### config.mk
export PLATFORM = sky130hd
export DESIGN_NAME = fltw_addr_unit
export DESIGN_NICKNAME = d
export VERILOG_FILES = /design/src/rtl/core/fltw_pkg.sv /design/src/rtl/core/fltw_addr_unit.sv
export VERILOG_INCLUDE_DIRS = /design/src /design/src/rtl/core
export SDC_FILE = /design/constraint.sdc
export NUM_CORES = 1
export LEC_CHECK = 0
export ABC_AREA = 1
export BUFFER_PORTS_ARGS = -buffer_cell sky130_fd_sc_hd__buf_2
export CORE_ASPECT_RATIO = 1.2
export CORE_UTILIZATION = 30
export DETAILED_ROUTE_END_ITERATION = 12
export HOLD_SLACK_MARGIN = 0.05
export PLACE_DENSITY = 0.67
export SYNTH_ARGS = -nofsm -noshare
export SYNTH_HDL_FRONTEND = slang
export SYNTH_SLANG_ARGS = --single-unit
### constraint.sdc
create_clock -name i_clk -period 1.9 [get_ports i_clk]
set_input_delay 0.095 -clock i_clk [delete_from_list [all_inputs] [get_ports i_clk]]
set_output_delay 0.095 -clock i_clk [all_outputs]
set_load 0.02 [all_outputs]
### src/rtl/core/four_level_page_table_walker_core_macros.svh
// Assertion macros shared by the page table walker RTL.
`ifndef FOUR_LEVEL_PAGE_TABLE_WALKER_CORE_MACROS_SVH
`define FOUR_LEVEL_PAGE_TABLE_WALKER_CORE_MACROS_SVH
`ifndef SYNTH
`define FLTW_ASSERT_IMP(lbl, clk, rst_n, ante, cons) \
    lbl: assert property (@(posedge clk) disable iff (!rst_n) (ante) |-> (cons)) \
        else $error("fltw assertion failed");
`define FLTW_ASSERT_NXT(lbl, clk, rst_n, ante, cons) \
    lbl: assert property (@(posedge clk) disable iff (!rst_n) (ante) |=> (cons)) \
        else $error("fltw assertion failed");
`else
`define FLTW_ASSERT_IMP(lbl, clk, rst_n, ante, cons)
`define FLTW_ASSERT_NXT(lbl, clk, rst_n, ante, cons)
`endif
`endif

### src/rtl/core/fltw_pkg.sv
// Types, constants and helpers shared by the page table walker modules.
package fltw_pkg;

    localparam int VALUE_W    = 64;
    localparam int VA_W       = 48;
    localparam int IDX_W      = 9;
    localparam int OFFSET_W   = 12;
    localparam int ROOT_W     = 3;
    localparam int WIDX_W     = 12;

    localparam logic OP_WRITE = 1'b0;
    localparam logic OP_XLATE = 1'b1;

    localparam logic [1:0] FIRST_LEVEL = 2'd0;
    localparam logic [1:0] LAST_LEVEL  = 2'd3;

    typedef struct packed {
        logic                operation;
        logic [WIDX_W-1:0]   word_index;
        logic [VALUE_W-1:0]  write_data;
        logic [VA_W-1:0]     virt_addr;
    } t_in_item;

    typedef struct packed {
        logic [VALUE_W-1:0]  phys_addr;
        logic                mapped;
    } t_out_item;

    typedef struct packed {
        logic                start;
        logic [VALUE_W-1:0]  value;
        logic [IDX_W-1:0]    idx;
    } t_au_req;

    typedef enum logic [2:0] {
        ST_CLEAR,
        ST_IDLE,
        ST_START,
        ST_ADDR,
        ST_CHECK,
        ST_DONE
    } t_state;

    function automatic logic [IDX_W-1:0] level_index(input logic [VA_W-1:0] va,
                                                     input logic [1:0] lvl);
        logic [IDX_W-1:0] idx;
        unique case (lvl)
            2'd0: idx = va[47:39];
            2'd1: idx = va[38:30];
            2'd2: idx = va[29:21];
            2'd3: idx = va[20:12];
        endcase
        return idx;
    endfunction

endpackage

### src/rtl/core/fltw_addr_unit.sv
// Shared word address unit: (value mod MEM_WORDS + idx) mod MEM_WORDS.
`include "four_level_page_table_walker_core_macros.svh"

module fltw_addr_unit #(
    parameter int MEM_WORDS = 4096
) (
    input  logic                         i_clk,
    input  logic                         i_rst_n,
    input  fltw_pkg::t_au_req            i_req,
    output logic                         o_done,
    output logic [$clog2(MEM_WORDS)-1:0] o_addr
);

    localparam int AW          = $clog2(MEM_WORDS);
    localparam bit IS_POW2     = ((1 << AW) == MEM_WORDS);
    localparam logic [AW:0] MOD = (AW+1)'(MEM_WORDS);

    logic          r_done;
    logic [AW-1:0] r_addr;

    generate
        if (IS_POW2) begin : g_mask
            always_ff @(posedge i_clk) begin
                if (!i_rst_n) begin
                    r_done <= 1'b0;
                end else begin
                    r_done <= i_req.start;
                end
            end

            always_ff @(posedge i_clk) begin
                if (i_req.start) begin
                    r_addr <= i_req.value[AW-1:0] + AW'(i_req.idx);
                end
            end
        end else begin : g_fold
            // Horner reduction, 16 value bits per step, MSB first: quotient estimate by
            // reciprocal multiply, then subtract with one correction
            localparam int CH_W  = 16;
            localparam int N_CH  = fltw_pkg::VALUE_W / CH_W;
            localparam int CNT_W = $clog2(N_CH + 1);
            localparam int T_W   = AW + CH_W;
            localparam int RC_W  = CH_W + 1;
            localparam int P_W   = T_W + RC_W;
            localparam logic [63:0]     RECIP_FULL = (64'd1 << T_W) / 64'(MEM_WORDS);
            localparam logic [RC_W-1:0] RECIP      = RC_W'(RECIP_FULL);

            logic                         r_busy;
            logic                         r_half;
            logic [CNT_W-1:0]             r_cnt;
            logic [fltw_pkg::VALUE_W-1:0] r_shift;
            logic [AW-1:0]                r_rem;
            logic [fltw_pkg::IDX_W-1:0]   r_idx;
            logic [T_W-1:0]               r_t;
            logic [CH_W-1:0]              r_q;
            logic [T_W-1:0]               step_t;
            logic [P_W-1:0]               prod_q;
            logic [T_W-1:0]               prod_m;
            logic [T_W-1:0]               diff;
            logic [AW:0]                  diff_r;
            logic [AW:0]                  sum_t;
            logic [AW:0]                  sum_r;

            always_comb begin
                step_t = {r_rem, r_shift[fltw_pkg::VALUE_W-1 -: CH_W]};
                prod_q = P_W'(step_t) * P_W'(RECIP);
                prod_m = T_W'(r_q) * T_W'(MOD);
                diff   = r_t - prod_m;
                diff_r = (diff[AW:0] >= MOD) ? (diff[AW:0] - MOD) : diff[AW:0];
                sum_t  = {1'b0, r_rem} + (AW+1)'(r_idx);
                sum_r  = (sum_t >= MOD) ? (sum_t - MOD) : sum_t;
            end

            always_ff @(posedge i_clk) begin
                if (!i_rst_n) begin
                    r_busy <= 1'b0;
                    r_done <= 1'b0;
                    r_half <= 1'b0;
                    r_cnt  <= '0;
                end else begin
                    r_done <= 1'b0;
                    if (i_req.start) begin
                        r_busy <= 1'b1;
                        r_half <= 1'b0;
                        r_cnt  <= CNT_W'(N_CH);
                    end else if (r_busy) begin
                        if (r_cnt == '0) begin
                            r_busy <= 1'b0;
                            r_done <= 1'b1;
                        end else begin
                            r_half <= !r_half;
                            if (r_half) begin
                                r_cnt <= r_cnt - 1'b1;
                            end
                        end
                    end
                end
            end

            always_ff @(posedge i_clk) begin
                if (i_req.start) begin
                    r_shift <= i_req.value;
                    r_rem   <= '0;
                    r_idx   <= i_req.idx;
                end else if (r_busy) begin
                    if (r_cnt == '0) begin
                        r_addr <= sum_r[AW-1:0];
                    end else if (!r_half) begin
                        r_t <= step_t;
                        r_q <= prod_q[T_W +: CH_W];
                    end else begin
                        r_rem   <= diff_r[AW-1:0];
                        r_shift <= {r_shift[fltw_pkg::VALUE_W-CH_W-1:0], CH_W'(0)};
                    end
                end
            end
        end
    endgenerate

    assign o_done = r_done;
    assign o_addr = r_addr;

    `FLTW_ASSERT_IMP(a_addr_in_range, i_clk, i_rst_n, o_done, int'(o_addr) < MEM_WORDS)

endmodule

# Word-level counts from Yosys, hierarchy flattened
# Cells that the tools add are included.
# Widths: inputs -> output; s select.
# totals
input_bits	76
register_bits	13
out_inout_bits	13
word_cells	3
# classes
n_addsub	1
# ops
op	count
$add 12x9->12	1

# Longest topological paths before layout
# depth
ltp_word	1
mapped_depth	9
mapped_depth_nobuf	9

# Least setup slack after synthesis
# No wires, ideal clock.
# synth_path
path_kind	input-to-reg
start	input i_req[0] (netlist bit)
end	register r_addr[8], in the netlist o_addr[8] (data pin)
setup_time_ns	0.252
cell_stages	8
required_ns	1.648
slack_ns	0.537
path_buffers	0
t_arrival_ns	1.110
path_cell_list	ha_1 fa_1 nand2_1 nand3_1 nand3_1 nand2_1 nand2_1 nand2_1
# synth_between
elab_chain_cells	1
# synth_lines
element	line	rtl
from (decl)	fltw_addr_unit.sv:9	input fltw_pkg::t_au_req i_req,
$add 12x9->12	fltw_addr_unit.sv:33	r_addr <= i_req.value[AW-1:0] + AW'(i_req.idx);
to (signal assigned)	fltw_addr_unit.sv:33	
to (decl)	fltw_addr_unit.sv:19	logic [AW-1:0] r_addr;
# Every way passes these cells.
# A chain may end at the register's enable or synchronous reset.

# Worst setup path after layout
# Ends and elaborated chain as after synthesis.

==> out/results.tsv <==
stage	metric	value	unit
sta	Min Clock Period, post-route	1.31	ns
placed_design	placed cell count	197	
synthesis	cell area after synthesis	962	um2
power	pwr dens	659	mW/mm2
route	DR pass1 iterations	4	
floorplan	row count	22	
sta	Final setup violation count	0	
synthesis	leading area contributor after synthesis	edfxtp_1	
floorplan	Starting Density	0.315	
power	power consumption	0.000807	W
sta	final worst-path cycle share	0.689	
power	Pleak	0.674	nW
sta	Slew Viols, Final	0	
route	met2 wire length	950	um
global_route	Tot GR Track Use	0.121	
critical_path	CP Launch Type	primary input	
route	Via Count	887	
synthesis	Yosys warning count	0	
floorplan	die area	0.00344	mm2
global_route	first-pass GRT wire length	3.06	mm
placed_design	GP Congestion	0.810	
placed_design	Buffers on Ports	36	
cts	clk slew on worst S/H paths	0.07	ns
route	DR DRC count	0	
cts	Num CTS Buffers	3	
cts	Root Driver	clkbuf_4	
global_route	vias in the first global route	822	
route	drt first-iter violations	13	
floorplan	num ports	89	
status	outcome	complete, no violations	
cts	TritonCTS clock tree	built	
critical_path	crit path kind	in -> reg	
route	Max Used Layer	met4	
sta	Least-Margin Pin Slew	0.269	ns
layout	final net count	253	
layout	Ant. Diodes	0	
route	drt wl/cell	8.99	um
min_path	Hold WC Path Type	in -> reg	
critical_path	Setup crit end kind	flop	
sta	RSZ-0062 raised after global routing	false	
synthesis	synth unique cells	15	
placed_design	hpwl dp	1.60	mm
route	Metal-1 WL	722	um
layout	share of layout cells above drive strength 1	0.253	
sta	Final Hold Vio Count	0	
floorplan	Die Width	53.7	um
layout	fin cells	202	
global_route	largest net degree at the start of global routing	14	
cts	CTS resizes	0	
route	routed vias/inst	4.39	
floorplan	Core Footprint	0.00306	mm2
synthesis	share of the synthesized area in the top cell type	0.375	
critical_path	Arrival @ worst endpoint	1.34	ns
critical_path	Critical Path Fanout Max	4	
synthesis	Seq/Total Area, Yosys	0.395	
cts	Post-CTS Setup Bufs	0	
route	final wirelength	1.82	mm
route	Final ANT Viol Nets	0	
sta	setup_tns	0	ns
global_route	antenna violations before repair	0	
synthesis	synthesized instance count	125	
cts	Sink Count	13	
global_route	grt total ovfl	0	
sta	max frequency	764	MHz
cts	Clock Tree Buf Depth	2	
critical_path	Worst EP required	1.93	ns
layout	Area Overhead vs Synth	27.2	%
synthesis	main area contributors after synthesis	edfxtp_1 37%, nand2_1 19%, ha_1 12%	
route	routed wl met3	89	um
cts	H-tree levels	1	
synthesis	Mapped Nets	211	
synthesis	Synth Register Bits	13	
synthesis	Synth Area per Inst	7.70	um2
floorplan	Die Span Y	64.0	um
power	peak supply drop	0.365	mV
job	max_cap viols	0	
sta	Worst slew margin	0.821	
==> routing by layer <==
metal  up-vias  global-route usage
met5         -                   0
met4         0              0.0822
met3         5             0.00952
met2        27               0.224
met1       373               0.118
li1        482                   -
==> worst max-delay path, stage by stage <==
cell and delay, ns:
buf_2 0.10, ha_1 0.23, fa_1 0.45, nand2_1 0.10, nand3_1 0.08, nand3_1 0.12, nand2_1 0.06, nand2_1 0.05
nand2_1 0.05
==> cell usage after synthesis (all sizes together) <==
master	number
a21oi	2
dfxtp	1
edfxtp	12
fa	1
ha	9
inv	18
nand2	50
nand3	13
nand4	3
nor2	9
or2	1
xnor2	1
xor2	5
==> flip-flops by register name, indices dropped and copies added (netlist names) <==
name / cells
o_addr: 12
o_done: 1
==> what timing repair did <==
| action | in CTS | in global routing |
|---|---|---|
| hold endpoints to repair | 1 | 0 |
| hold buffers | 1 | 0 |
| setup endpoints to repair | 0 | 0 |
==> through the flow <==
stage                     setup WS [ns]  hold WS, ns  instance area, um2   util
final                             0.591        0.115                1220  0.400
after global routing              0.506        0.129                1220  0.400
after CTS                         0.583        0.112                1220  0.400
after detailed placement          0.292        0.283                1190  0.389
after global placement            0.269        0.282                1190  0.389
after floorplan                   0.537        0.188                 962      -
==> placed cells by master, fill, tap and decap left out <==
cell type      Yosys  final
xor2_1             5      5
fa_1               1      1
nor2_1             9      9
or2_2              1      1
a21oi_1            2      2
xnor2_1            1      1
edfxtp_1          12     12
nand2_1           49     49
ha_1               9      9
inv_1             18     18
clkbuf_4           0      3
nand3_1           12     12
nand4_1            3      3
nand3_2            1      1
nand2_2            1      1
dfxtp_1            1      1
buf_2              0     36
clkbuf_1           0      1
dlygate4sd3_1      0      1
==> layout make-up <==
class                   instances  area (um2)
fillers                       346        1830
multi-input cells              94         514
flip-flops and latches         13         380
repair buffers                 37         190
inverters                      18        67.6
well taps                      36        45.0
clock buffers                   4        26.3
==> logic make-up after synthesis <==
family	count (synthesis)	synth area share
and+or+nand+nor	76	0.332
AOI/OAI and AO/OA	2	0.0104
adders and majority gates	10	0.138
DFF	13	0.395
buffers and inverters	18	0.0702
xor gates and xnor gates	6	0.0546
==> worst paths after layout <==
| path | startpoint | end | slack, ns | depth (start not counted) |
|---|---|---|---|---|
| min | i_req[9] | o_addr[0]$_DFFE_PP_ | 0.12 | 2 |
| max | i_req[0] | o_addr[8]$_DFFE_PP_ | 0.59 | 9 |
==> power by group <==
| part | internal (W) | switching [W] | total (W) |
|---|---|---|---|
| clock network | 0.0000813 | 0.0000807 | 0.000162 |
| logic | 0.000105 | 0.000171 | 0.000276 |
| registers | 0.000362 | 0.00000683 | 0.000369 |
| total | 0.000548 | 0.000258 | 0.000807 |
(Power assumes the default switching activity.)
